File: config.mk
export PLATFORM = sky130hd
export DESIGN_NAME = periodic_task_scheduler
export DESIGN_NICKNAME = d
export VERILOG_FILES = /design/src/rtl/pts_pkg.sv /design/src/rtl/periodic_task_scheduler.sv /design/src/rtl/pts_slot_eval.sv
export SDC_FILE = /design/constraint.sdc
export NUM_CORES = 2
export LEC_CHECK = 0
export ABC_AREA = 1
export BUFFER_PORTS_ARGS = -buffer_cell sky130_fd_sc_hd__buf_2
export CAP_MARGIN = 20
export CORE_UTILIZATION = 34
export CTS_CLUSTER_DIAMETER = 150
export DETAILED_ROUTE_END_ITERATION = 6
export PLACE_DENSITY_LB_ADDON = 0.25
export SETUP_SLACK_MARGIN = 0.02
export SYNTH_ARGS = -nofsm -noshare
export SYNTH_HDL_FRONTEND = slang
export SYNTH_SLANG_ARGS = --single-unit
File: constraint.sdc
create_clock -name clk -period 10.8 [get_ports clk]
set_input_delay 1.62 -clock clk [delete_from_list [all_inputs] [get_ports clk]]
set_output_delay 1.62 -clock clk [all_outputs]
set_load 0.03 [all_outputs]
File: src/rtl/pts_pkg.sv
// Shared types and codes for the periodic task scheduler.
package pts_pkg;

    // Transaction actions
    localparam logic [2:0] ACT_TICK    = 3'd0;
    localparam logic [2:0] ACT_ADD     = 3'd1;
    localparam logic [2:0] ACT_REMOVE  = 3'd2;
    localparam logic [2:0] ACT_SUSPEND = 3'd3;
    localparam logic [2:0] ACT_RESUME  = 3'd4;

    // Task states
    localparam logic [1:0] TS_READY     = 2'd0;
    localparam logic [1:0] TS_RUNNING   = 2'd1;
    localparam logic [1:0] TS_WAITING   = 2'd2;
    localparam logic [1:0] TS_SUSPENDED = 2'd3;

    // Result status codes
    localparam logic [1:0] STAT_OK        = 2'd0;
    localparam logic [1:0] STAT_IDLE      = 2'd1;
    localparam logic [1:0] STAT_FULL      = 2'd2;
    localparam logic [1:0] STAT_NOT_FOUND = 2'd3;

    // Configuration register indexes
    localparam logic CFG_TICK_INTERVAL = 1'b0;
    localparam logic CFG_POLICY_MODE   = 1'b1;

    // One task table entry as held in the entry memory
    typedef struct packed {
        logic [7:0]  prio;
        logic [31:0] id;
        logic [15:0] period;
        logic [31:0] release_time;
        logic [31:0] runs;
    } entry_t;

    // Evaluation of one slot during a scan
    typedef struct packed {
        logic        release_due;
        logic        ready;
        logic [31:0] new_release;
        logic        id_match;
        logic        susp_match;
    } slot_eval_t;

endpackage

File: src/rtl/periodic_task_scheduler.sv
// Periodic task scheduler top level: sequencer, entry memory and result register.
// Tick, remove, suspend and resume scan the table one slot per cycle through one read port.
// Those four go through scan and post, a tick that runs a task then pick write; add and
// unknown actions go straight to post. The result loads in the last step, which a stalled
// result holds. The next transaction enters the cycle after its result loads. Reset clears
// valid, flags and time; next id goes to 1, last pick to the last slot, config to defaults.
module periodic_task_scheduler #(
    parameter int TABLE_SLOTS = 16
)
(
    input  logic        clk,
    input  logic        rst_n,
    input  logic        in_valid,
    output logic        in_stall,
    input  logic [2:0]  action,
    input  logic [7:0]  task_priority,
    input  logic [15:0] task_period,
    input  logic [31:0] target_id,
    output logic        out_valid,
    input  logic        out_stall,
    output logic [1:0]  status,
    output logic [31:0] result_id,
    output logic [3:0]  result_slot,
    output logic [31:0] tick_time,
    output logic [31:0] run_total,
    input  logic        cfg_valid,
    output logic        cfg_ready,
    input  logic        cfg_index,
    input  logic [15:0] cfg_data
);

    localparam int IDX_W = (TABLE_SLOTS > 1) ? $clog2(TABLE_SLOTS) : 1;
    localparam int CNT_W = IDX_W + 1;
    localparam logic [CNT_W-1:0] CNT_END = CNT_W'(TABLE_SLOTS);
    localparam logic [IDX_W-1:0] LAST_SLOT = IDX_W'(TABLE_SLOTS - 1);

    localparam logic [1:0] S_IDLE    = 2'd0;
    localparam logic [1:0] S_SCAN    = 2'd1;
    localparam logic [1:0] S_POST    = 2'd2;
    localparam logic [1:0] S_PICK_WR = 2'd3;

    // Control and configuration
    logic [1:0]       state_reg;
    logic [15:0]      interval_reg;
    logic             policy_reg;
    logic [31:0]      time_reg;
    logic [31:0]      next_id_reg;
    logic [IDX_W-1:0] last_pick_reg;
    logic [CNT_W-1:0] cnt_reg;

    // Latched transaction
    logic [2:0]  act_reg;
    logic [7:0]  prio_reg;
    logic [15:0] period_reg;
    logic [31:0] target_reg;

    // Table flags and entry memory
    logic [TABLE_SLOTS-1:0] active_reg;
    logic [1:0]             tstate_reg [TABLE_SLOTS];
    pts_pkg::entry_t        mem [TABLE_SLOTS];
    pts_pkg::entry_t        rdata_reg;
    logic [IDX_W-1:0]       rd_addr;
    logic                   proc_vld_reg;
    logic [IDX_W-1:0]       proc_idx_reg;

    // Scan trackers
    logic             best_vld_reg;
    logic [7:0]       best_prio_reg;
    logic [31:0]      best_id_reg;
    logic [IDX_W-1:0] best_slot_reg;
    logic             rr_hi_vld_reg;
    logic [IDX_W-1:0] rr_hi_slot_reg;
    logic             rr_lo_vld_reg;
    logic [IDX_W-1:0] rr_lo_slot_reg;
    logic             m_vld_reg;
    logic [IDX_W-1:0] m_slot_reg;
    logic             r_vld_reg;
    logic [IDX_W-1:0] r_slot_reg;

    // Result register
    logic        out_valid_reg;
    logic [1:0]  status_reg;
    logic [31:0] result_id_reg;
    logic [3:0]  result_slot_reg;
    logic [31:0] tick_time_reg;
    logic [31:0] run_total_reg;

    // Combinational helpers
    pts_pkg::slot_eval_t ev;
    logic             in_acc;
    logic             out_free;
    logic             pick_vld;
    logic [IDX_W-1:0] pick_slot;
    logic             free_vld;
    logic [IDX_W-1:0] free_slot;
    logic             finish;
    logic [1:0]       ld_status;
    logic [31:0]      ld_id;
    logic [IDX_W-1:0] ld_slot;
    logic [IDX_W+3:0] ld_slot_ext;
    logic [31:0]      ld_time;
    logic [31:0]      ld_runs;
    logic             mem_we;
    logic [IDX_W-1:0] mem_waddr;
    pts_pkg::entry_t  mem_wdata;

    assign in_stall    = (state_reg != S_IDLE);
    assign in_acc      = in_valid && !in_stall;
    assign out_free    = !out_valid_reg || !out_stall;
    assign cfg_ready   = 1'b1;
    assign out_valid   = out_valid_reg;
    assign status      = status_reg;
    assign result_id   = result_id_reg;
    assign result_slot = result_slot_reg;
    assign tick_time   = tick_time_reg;
    assign run_total   = run_total_reg;
    assign ld_slot_ext = {4'd0, ld_slot};

    // Evaluate the slot whose entry was just read
    pts_slot_eval u_eval
    (
        .entry    (rdata_reg),
        .active   (active_reg[proc_idx_reg]),
        .state    (tstate_reg[proc_idx_reg]),
        .cur_time (time_reg),
        .target   (target_reg),
        .ev       (ev)
    );

    // Select the picked slot from the scan trackers
    always_comb
    begin
        if (policy_reg)
        begin
            pick_vld  = best_vld_reg;
            pick_slot = best_slot_reg;
        end
        else
        begin
            pick_vld  = rr_hi_vld_reg || rr_lo_vld_reg;
            pick_slot = rr_hi_vld_reg ? rr_hi_slot_reg : rr_lo_slot_reg;
        end
    end

    // Find the lowest free slot
    always_comb
    begin
        free_vld  = 1'b0;
        free_slot = '0;
        for (int i = TABLE_SLOTS - 1; i >= 0; i--)
        begin
            if (!active_reg[i])
            begin
                free_vld  = 1'b1;
                free_slot = IDX_W'(i);
            end
        end
    end

    // Read address: scan counter while scanning, else the picked slot
    assign rd_addr = (state_reg == S_SCAN) ? cnt_reg[IDX_W-1:0] : pick_slot;

    // Decide memory writes and result loads
    always_comb
    begin
        finish    = 1'b0;
        ld_status = pts_pkg::STAT_OK;
        ld_id     = '0;
        ld_slot   = '0;
        ld_time   = '0;
        ld_runs   = '0;
        mem_we    = 1'b0;
        mem_waddr = proc_idx_reg;
        mem_wdata = rdata_reg;
        unique case (state_reg)
            S_SCAN:
            begin
                if (proc_vld_reg && (act_reg == pts_pkg::ACT_TICK) && ev.release_due)
                begin
                    mem_we                 = 1'b1;
                    mem_wdata.release_time = ev.new_release;
                end
            end
            S_POST:
            begin
                if (!((act_reg == pts_pkg::ACT_TICK) && pick_vld) && out_free)
                begin
                    finish = 1'b1;
                    case (act_reg)
                        pts_pkg::ACT_TICK:
                        begin
                            ld_status = pts_pkg::STAT_IDLE;
                            ld_time   = time_reg;
                        end
                        pts_pkg::ACT_ADD:
                        begin
                            if (free_vld)
                            begin
                                ld_id     = next_id_reg;
                                ld_slot   = free_slot;
                                mem_we    = 1'b1;
                                mem_waddr = free_slot;
                                mem_wdata = '{prio: prio_reg, id: next_id_reg,
                                              period: period_reg,
                                              release_time: 32'd0, runs: 32'd0};
                            end
                            else
                            begin
                                ld_status = pts_pkg::STAT_FULL;
                            end
                        end
                        pts_pkg::ACT_REMOVE, pts_pkg::ACT_SUSPEND:
                        begin
                            if (!m_vld_reg)
                            begin
                                ld_status = pts_pkg::STAT_NOT_FOUND;
                            end
                        end
                        pts_pkg::ACT_RESUME:
                        begin
                            if (!r_vld_reg)
                            begin
                                ld_status = pts_pkg::STAT_NOT_FOUND;
                            end
                        end
                        default:
                        begin
                            ld_status = pts_pkg::STAT_OK;
                        end
                    endcase
                end
            end
            S_PICK_WR:
            begin
                if (out_free)
                begin
                    finish         = 1'b1;
                    ld_id          = rdata_reg.id;
                    ld_slot        = pick_slot;
                    ld_time        = time_reg;
                    ld_runs        = rdata_reg.runs + 32'd1;
                    mem_we         = 1'b1;
                    mem_waddr      = pick_slot;
                    mem_wdata.runs = rdata_reg.runs + 32'd1;
                end
            end
            default:
            begin
                finish = 1'b0;
            end
        endcase
    end

    // Entry memory: one write port, one registered read port
    always_ff @(posedge clk)
    begin
        if (mem_we)
        begin
            mem[mem_waddr] <= mem_wdata;
        end
        rdata_reg <= mem[rd_addr];
    end

    // Take configuration writes
    always_ff @(posedge clk or negedge rst_n)
    begin
        if (!rst_n)
        begin
            interval_reg <= 16'd10;
            policy_reg   <= 1'b0;
        end
        else if (cfg_valid && cfg_ready)
        begin
            unique case (cfg_index)
                pts_pkg::CFG_TICK_INTERVAL: interval_reg <= cfg_data;
                pts_pkg::CFG_POLICY_MODE:   policy_reg   <= cfg_data[0];
                default:                    interval_reg <= interval_reg;
            endcase
        end
    end

    // Hold the accepted transaction fields
    always_ff @(posedge clk)
    begin
        if (in_acc)
        begin
            act_reg    <= action;
            prio_reg   <= task_priority;
            period_reg <= task_period;
            target_reg <= target_id;
        end
        proc_idx_reg <= cnt_reg[IDX_W-1:0];
    end

    // Sequencer, table flags and scan trackers
    always_ff @(posedge clk or negedge rst_n)
    begin
        if (!rst_n)
        begin
            state_reg      <= S_IDLE;
            cnt_reg        <= '0;
            proc_vld_reg   <= 1'b0;
            time_reg       <= '0;
            next_id_reg    <= 32'd1;
            last_pick_reg  <= LAST_SLOT;
            active_reg     <= '0;
            best_vld_reg   <= 1'b0;
            best_prio_reg  <= '0;
            best_id_reg    <= '0;
            best_slot_reg  <= '0;
            rr_hi_vld_reg  <= 1'b0;
            rr_hi_slot_reg <= '0;
            rr_lo_vld_reg  <= 1'b0;
            rr_lo_slot_reg <= '0;
            m_vld_reg      <= 1'b0;
            m_slot_reg     <= '0;
            r_vld_reg      <= 1'b0;
            r_slot_reg     <= '0;
            for (int i = 0; i < TABLE_SLOTS; i++)
            begin
                tstate_reg[i] <= pts_pkg::TS_READY;
            end
        end
        else
        begin
            proc_vld_reg <= (state_reg == S_SCAN) && (cnt_reg != CNT_END);
            unique case (state_reg)
                S_IDLE:
                begin
                    if (in_acc)
                    begin
                        cnt_reg       <= '0;
                        best_vld_reg  <= 1'b0;
                        rr_hi_vld_reg <= 1'b0;
                        rr_lo_vld_reg <= 1'b0;
                        m_vld_reg     <= 1'b0;
                        r_vld_reg     <= 1'b0;
                        if ((action == pts_pkg::ACT_TICK) || (action == pts_pkg::ACT_REMOVE)
                            || (action == pts_pkg::ACT_SUSPEND)
                            || (action == pts_pkg::ACT_RESUME))
                        begin
                            state_reg <= S_SCAN;
                        end
                        else
                        begin
                            state_reg <= S_POST;
                        end
                    end
                end
                S_SCAN:
                begin
                    // Advance the read counter; drop to post once all slots issued
                    if (cnt_reg != CNT_END)
                    begin
                        cnt_reg <= cnt_reg + CNT_W'(1);
                    end
                    else
                    begin
                        state_reg <= S_POST;
                    end
                    if (proc_vld_reg)
                    begin
                        if (act_reg == pts_pkg::ACT_TICK)
                        begin
                            if (ev.release_due)
                            begin
                                tstate_reg[proc_idx_reg] <= pts_pkg::TS_READY;
                            end
                            if (ev.ready)
                            begin
                                if (!best_vld_reg
                                    || ({rdata_reg.prio, rdata_reg.id}
                                        < {best_prio_reg, best_id_reg}))
                                begin
                                    best_vld_reg  <= 1'b1;
                                    best_prio_reg <= rdata_reg.prio;
                                    best_id_reg   <= rdata_reg.id;
                                    best_slot_reg <= proc_idx_reg;
                                end
                                if (!rr_hi_vld_reg && (proc_idx_reg > last_pick_reg))
                                begin
                                    rr_hi_vld_reg  <= 1'b1;
                                    rr_hi_slot_reg <= proc_idx_reg;
                                end
                                if (!rr_lo_vld_reg)
                                begin
                                    rr_lo_vld_reg  <= 1'b1;
                                    rr_lo_slot_reg <= proc_idx_reg;
                                end
                            end
                        end
                        if (ev.id_match && !m_vld_reg)
                        begin
                            m_vld_reg  <= 1'b1;
                            m_slot_reg <= proc_idx_reg;
                        end
                        if (ev.susp_match && !r_vld_reg)
                        begin
                            r_vld_reg  <= 1'b1;
                            r_slot_reg <= proc_idx_reg;
                        end
                    end
                end
                S_POST:
                begin
                    if ((act_reg == pts_pkg::ACT_TICK) && pick_vld)
                    begin
                        state_reg <= S_PICK_WR;
                    end
                    else if (finish)
                    begin
                        state_reg <= S_IDLE;
                        case (act_reg)
                            pts_pkg::ACT_TICK:
                            begin
                                time_reg <= time_reg + {16'd0, interval_reg};
                            end
                            pts_pkg::ACT_ADD:
                            begin
                                if (free_vld)
                                begin
                                    active_reg[free_slot] <= 1'b1;
                                    tstate_reg[free_slot] <= pts_pkg::TS_READY;
                                    next_id_reg           <= next_id_reg + 32'd1;
                                end
                            end
                            pts_pkg::ACT_REMOVE:
                            begin
                                if (m_vld_reg)
                                begin
                                    active_reg[m_slot_reg] <= 1'b0;
                                end
                            end
                            pts_pkg::ACT_SUSPEND:
                            begin
                                if (m_vld_reg)
                                begin
                                    tstate_reg[m_slot_reg] <= pts_pkg::TS_SUSPENDED;
                                end
                            end
                            pts_pkg::ACT_RESUME:
                            begin
                                if (r_vld_reg)
                                begin
                                    tstate_reg[r_slot_reg] <= pts_pkg::TS_READY;
                                end
                            end
                            default:
                            begin
                            end
                        endcase
                    end
                end
                S_PICK_WR:
                begin
                    if (finish)
                    begin
                        // Return running tasks to ready, then mark the pick waiting
                        for (int i = 0; i < TABLE_SLOTS; i++)
                        begin
                            if (active_reg[i] && (tstate_reg[i] == pts_pkg::TS_RUNNING))
                            begin
                                tstate_reg[i] <= pts_pkg::TS_READY;
                            end
                        end
                        tstate_reg[pick_slot] <= pts_pkg::TS_WAITING;
                        last_pick_reg         <= pick_slot;
                        time_reg              <= time_reg + {16'd0, interval_reg};
                        state_reg             <= S_IDLE;
                    end
                end
                default:
                begin
                    state_reg <= S_IDLE;
                end
            endcase
        end
    end

    // Result register: load on finish, clear when taken
    always_ff @(posedge clk or negedge rst_n)
    begin
        if (!rst_n)
        begin
            out_valid_reg <= 1'b0;
        end
        else if (finish)
        begin
            out_valid_reg <= 1'b1;
        end
        else if (!out_stall)
        begin
            out_valid_reg <= 1'b0;
        end
    end

    always_ff @(posedge clk)
    begin
        if (finish)
        begin
            status_reg      <= ld_status;
            result_id_reg   <= ld_id;
            result_slot_reg <= ld_slot_ext[3:0];
            tick_time_reg   <= ld_time;
            run_total_reg   <= ld_runs;
        end
    end

`ifndef NO_ASSERTIONS
    // Slot processing only happens during a scan or the post state that follows it
    a_proc_in_scan: assert property (@(posedge clk) disable iff (!rst_n)
        proc_vld_reg |-> (state_reg == S_SCAN) || (state_reg == S_POST))
        else $error("slot processed outside scan");

    // An accepted tick starts a table scan
    a_tick_scans: assert property (@(posedge clk) disable iff (!rst_n)
        (in_acc && (action == pts_pkg::ACT_TICK)) |=> (state_reg == S_SCAN))
        else $error("tick did not start a scan");

    // The pick write stage only runs with a valid pick
    a_pick_valid: assert property (@(posedge clk) disable iff (!rst_n)
        (state_reg == S_PICK_WR) |-> pick_vld)
        else $error("pick stage without a ready task");

    // A finished transaction never overwrites a result still stalled
    a_no_overwrite: assert property (@(posedge clk) disable iff (!rst_n)
        finish |-> (!out_valid_reg || !out_stall))
        else $error("result overwritten while stalled");
`endif

endmodule

File: src/rtl/pts_slot_eval.sv
// Per-slot release check and id match for the scheduler scan.
module pts_slot_eval
(
    input  pts_pkg::entry_t     entry,
    input  logic                active,
    input  logic [1:0]          state,
    input  logic [31:0]         cur_time,
    input  logic [31:0]         target,
    output pts_pkg::slot_eval_t ev
);

    logic due;

    // Check release time and target id for one slot
    always_comb
    begin
        due            = active && (state != pts_pkg::TS_SUSPENDED)
                         && (cur_time >= entry.release_time);
        ev.release_due = due;
        ev.new_release = cur_time + {16'd0, entry.period};
        ev.ready       = active && (due || (state == pts_pkg::TS_READY));
        ev.id_match    = active && (entry.id == target);
        ev.susp_match  = active && (entry.id == target)
                         && (state == pts_pkg::TS_SUSPENDED);
    end

endmodule

=== Word-level counts from Yosys, hierarchy flattened ===
Memories as Yosys holds them, arrays and structs flattened. A register that Yosys moved wholly into a read port is not among the register bits.
Index checks and enable logic that the tools add are counted.

* Add/subtract/negate cells: 5
* $mul: 0
* Divide/modulo/power cells: 0
* Order comparisons: 18
* Equality and inequality tests: 52
* Shift operators: 0
* Multiplexer cells: 195
* Bitwise operators: 21
* Reduce and logical (&&, ||, !) cells: 83

{| class="wikitable"
|+ Operators by type and width
! operator !! number
|-
| 2-to-1 mux 32 bit || 22
|-
| 2-to-1 mux 120 bit || 3
|-
| case mux 32 bit (2 select lines) || 5
|-
| case mux 32 bit (3 select lines) || 2
|-
| 2-to-1 mux 2 bit || 63
|-
| 2-to-1 mux 4 bit || 27
|-
| AND 32 bit || 3
|-
| inverter 32 bit || 3
|-
| adder 32 x 1 -> 32 bit (second input constant) || 2
|-
| adder 32 x 16 -> 32 bit || 2
|-
| 2-to-1 mux 56 bit || 1
|-
| 2-to-1 mux 1 bit || 46
|-
| demux 2 bit (select 4 bit) || 5
|-
| less-than comparator 40 bit || 1
|-
| logical AND 1 bit || 37
|-
| equality test 2 x 1 -> 1 bit (second input constant) || 17
|-
| AND 16 bit || 2
|-
| equality test 32 bit || 1
|-
| greater-or-equal comparator 32 bit || 1
|-
| 2-to-1 mux 16 bit || 2
|-
| inverter 16 bit || 2
|-
| bitwise OR 16 bit || 2
|-
| bitwise OR 32 bit || 1
|-
| case mux 16 bit (2 select lines) || 1
|-
| 39 further kinds || 123
|}

* Register bits: 372
* Latch bits: 0
* Memory bits (writable): 1920
* ROM bits: 0
* Input bits: 81
* Memories: 1

{| class="wikitable"
|+ Memories
! memory !! depth !! width !! rd ports !! clocked after Yosys merged registers in !! write ports !! RTL line !! source
|-
| mem || 16 || 120 || 1 || 1 || 1 || periodic_task_scheduler.sv:60 || <nowiki>pts_pkg::entry_t mem [TABLE_SLOTS];</nowiki>
|}

=== Depth between registers and ports, before layout ===
* Depth after elaboration: 28
* Mapped depth: 22

=== Modules after synthesis ===
Synthesis repeated with hierarchy kept, for this count alone.

* Cells, all modules: 9234
* Area, all modules: 104189.9 sq um

{| class="wikitable"
|+ Modules (own cells, without submodules)
! module !! times used !! cells each !! area each (sq um)
|-
| periodic_task_scheduler || 1 || 8698 || 101344.7
|-
| pts_slot_eval || 1 || 536 || 2845.2
|}

=== Least setup slack after synthesis ===
Ideal clock, no wire load.

* Path kind: input to register
* From: input out_stall
* To: memory mem[5][0] in the netlist's numbering (enable)
* Library setup time: 0.600 ns
* Data arrival time: 7.807 ns
* Setup slack: 2.393 ns
* Cell stages on the path: 11
* Cells stage by stage: nand2_1 -> inv_1 -> nor2_1 -> inv_1 -> nor2_1 -> a31oi_1 -> inv_1 -> a21oi_1 -> nor2_1 -> nand3_1 -> nor2_1

* Word-level cells in the longest chain between the ends: 7
* Elaborated cells between the ends (all ways): 11
* Those cells by class: 8 x mux; 3 x reduce/logical

{| class="wikitable"
|+ Ends and longest elaborated chain
! item !! RTL line !! source
|-
| start: declaration || periodic_task_scheduler.sv:20 || <nowiki>input logic out_stall,</nowiki>
|-
| logical NOT 1 bit * || - ||
|-
| logical OR 1 bit * || periodic_task_scheduler.sv:109 || <nowiki>assign out_free = !out_valid_reg || !out_stall;</nowiki>
|-
| logical AND 1 bit || periodic_task_scheduler.sv:186 || <nowiki>if (!((act_reg == pts_pkg::ACT_TICK) && pick_vld) && out_free)</nowiki>
|-
| 2-to-1 mux 1 bit || periodic_task_scheduler.sv:186 ||
|-
| case mux 1 bit (3 select lines) || periodic_task_scheduler.sv:175 || <nowiki>unique case (state_reg)</nowiki>
|-
| 2-to-1 mux 1 bit || periodic_task_scheduler.sv:257 || <nowiki>if (mem_we)</nowiki>
|-
| 2-to-1 mux 1 bit (not written as such) || periodic_task_scheduler.sv:259 || <nowiki>mem[mem_waddr] <= mem_wdata;</nowiki>
|-
| end: declaration || periodic_task_scheduler.sv:60 ||
|}

Every way passes the cells marked *; elsewhere a longest branch is shown, timed or not.

=== Final worst setup path ===
* From: register state_reg[1]
* To: memory mem[6][8] in the netlist's numbering (enable)

* Word-level cells in the longest chain between the ends: 4
* Elaborated cells between the ends (all ways): 7
* Those cells by class: 3 x eq/ne; 4 x mux

{| class="wikitable"
|+ Ends and longest elaborated chain
! item !! RTL line !! source
|-
| start: declaration || periodic_task_scheduler.sv:43 || <nowiki>logic [1:0] state_reg;</nowiki>
|-
| start signal: assignment || periodic_task_scheduler.sv:300 || <nowiki>state_reg <= S_IDLE;</nowiki>
|-
| start signal: assignment || periodic_task_scheduler.sv:342 || <nowiki>state_reg <= S_SCAN;</nowiki>
|-
| start signal: assignment || periodic_task_scheduler.sv:346 || <nowiki>state_reg <= S_POST;</nowiki>
|-
| equality test 2 bit / equality test 2 x 1 -> 1 bit (equally long branches) || periodic_task_scheduler.sv:175 ||
|-
| case mux 1 bit (3 select lines) || periodic_task_scheduler.sv:175 ||
|-
| 2-to-1 mux 1 bit || periodic_task_scheduler.sv:257 ||
|-
| 2-to-1 mux 1 bit (not written as such) || periodic_task_scheduler.sv:259 ||
|}

Several ways; a longest one is shown, not always the timed one.

==> qor.txt <==
status - complete, but fails checks
failing checks - design-rule violations
Setup WS pre-CTS - 4.51 ns
Final Hold Viols - 0
Seq/Total Area, Yosys - 0.679
htree depth - 5
period utilisation layout - 0.571
syn_nets - 9287
fmax - 0.162 GHz
Post-DP HPWL - 167000 µm
drt drc - 2
reg2reg start - state_reg[1]
IO buf count - 184
worst-margin pin slew - 1.26 ns
gp weighted congestion - 0.887
nets@finish - 9442
Largest register FFs - 1920
layout cells sized above 1 - 0.0886
Std-Cell Rows - 202
I/O Pins - 186
clk root buf - clkbuf_16
Final setup viols - 0
Initial Utilization - 0.341
Hold EP - tstate_reg[30]
commonest non-fill, non-tap cells in the layout - edfxtp_1, nand2_1, inv_1, o211ai_1, nand3_1
later-pin clock latency in the skew report - 0.85 ns
Area Overhead vs Synth - 14.1%
Max Fanout on Critical Path - 83
hold path cells - 2
min Tclk post-route - 6.17 ns
Fillers - 28723
total routed wirelength - 302000 µm
FF+latch count, synth - 2412
number of global-route vias before repair - 66132
WL/cell - 22.5 µm
DR iter-0 viols - 6391
first-pass GRT wire length - 443000 µm
worst path arrival time - 6.66 ns
path type of the worst setup path - flop to flop
total negative slack - 0 ns
power per cell area - 285 mW/mm²
unrepaired setup endpoints after global routing - false
Req. time, crit path - 11.29 ns
# resized after CTS - 0
TritonCTS clock tree - yes
Leak - 0.0454 µW
yosys warns - 0
DR pass1 iterations - 7
ys flop type - edfxtp_1
Netlist cell types - 59
Hold Path Class - flop to flop
commonest non-fill, non-tap cell in the layout - edfxtp_1
hold wc startpoint - tstate_reg[30]
Synth Cell Area - 0.103 mm²
Core ar. - 0.303 mm²
CTS Buffer Depth - 4
Final Skew - 0.0364 ns
Detail Route Antenna Nets - 0
Worst VDD drop - 0.264 mV
vias - 68850
Crit. End Element - flop
chip width - 553 µm
Congestion Overflow GR - 0
largest net degree at the start of global routing - 255
Hold Buf Count CTS - 0
GRT Total Usage - 0.193
Syn Inst Count - 9088
Clk pin slew, worst setup/hold paths - 0.06 ns
Post-CTS Setup Bufs - 0
worst r2r path cells - 13
initial antenna violation count - 14
Syn Area/Cell - 11.4 µm²
clock sink count - 2412
Slew headroom - 0.160
Post-synth EDFFs - 2081
Die Ht - 553 µm
Area contributors post-synth - edfxtp_1, o211ai_1, nand2_1
vias per cell - 5.12
Yosys top cell area share - 0.605
Final WS setup - 4.63 ns
Startpoint Class - flop
capturing point of the worst reg2reg path - mem[6][8]
flop-to-flop setup slack - 4.63 ns
Yosys top cell by area - edfxtp_1
max-slew violations - 0
Max Cap Viol - 0
share of flip-flops with an asynchronous set or reset - 0.0858
DIE AREA - 0.306 mm²
CTS buffer count - 277
==> where the power goes <==
group / switching, µW / internal, µW
Clock: 3760 / 5530
Sequential: 647 / 12800
Combinational: 8050 / 2870
==> synth_stat cells (all sizes together), types with 11 or more instances <==
cell	n
a31oi	12
xor2	74
inv	1365
nor3	72
nor4	33
dfxtp	124
o21ai	428
o211ai	901
o221ai	44
clkbuf	267
o22ai	57
nand4	38
nor2	275
o21a	14
dfrtp	200
mux2	14
xnor2	22
nand3	710
ha	116
a21oi	276
buf	215
nand2	1687
edfxtp	2081
or2	11
==> metal layers <==
metal | vias up | GRT usage | part of all wire
li1 | 32238 | - | -
met5 | - | 0 | 0.000043
met1 | 33970 | 0.273 | 0.45
met4 | 2 | 0.0658 | 0.034
met2 | 2151 | 0.300 | 0.45
met3 | 489 | 0.0323 | 0.066
==> worst max-delay path by stage <==
| stage | startpoint | endpoint | slack (ns) | cells past startpoint |
|---|---|---|---|---|
| after global placement | out_stall | mem[6][100] | 4.54 | 14 |
| after CTS | state_reg[0] | mem[9][69] | 4.45 | 15 |
| after global routing | state_reg[1] | mem[6][9] | 4.34 | 13 |
| final | state_reg[1] | mem[6][8] | 4.63 | 13 |
| after detailed placement | state_reg[0] | mem[9][69] | 4.51 | 15 |
| after floorplan | out_stall | mem[5][0] | 2.39 | 11 |
==> metrics by stage <==
step                cell area, µm²  instances  total power, µW   util  hold slack [ns]
finish                      118000      13438            33600  0.390            0.482
global route                118000      13436            35400  0.390            0.504
CTS                         118000      13411            33800  0.389            0.485
detailed placement          109000      12921            24400  0.360            0.472
global placement            109000      12911            24200  0.359            0.462
floorplan                   103000       9088            20400      -            0.388
==> cells by family (layout without fill, tap and decap cells) <==
logic type	count (synthesis)	count (layout)	share of synthesized area
xor+xnor	96	96	0.00814
simple gates	2833	2833	0.116
fa+ha+maj	118	118	0.0144
compound gates	1764	1764	0.111
mux	15	15	0.00162
buf+inv	1849	2215	0.0697
flops	2412	2412	0.679
other cells	1	7	0.0000363
==> layout make-up <==
cell class | count | area, µm² | share of cell area
diodes | 6 | 15.0 | 0.000127
flip-flops and latches | 2412 | 70200 | 0.595
well taps | 3978 | 4980 | 0.0422
multi-input cells | 4827 | 26100 | 0.222
clock inverters | 125 | 1310 | 0.0111
clock buffers | 365 | 7550 | 0.0641
inverters | 1367 | 5160 | 0.0438
repair buffers | 358 | 2590 | 0.0219
==> worst max-delay path, stage by stage (launching register included) <==
cell and delay [ns]:
dfrtp_1 0.41, ha_1 0.68, inv_1 0.71, nor2_2 0.33, clkinv_2 0.61, nor2_1 0.32
a31oi_1 0.06, inv_1 0.12, a21oi_1 0.09, nor2_1 0.12, nand3_1 0.34, nor2_4 0.82
buf_12 0.66, buf_4 0.47
(Power assumes the default switching activity.)
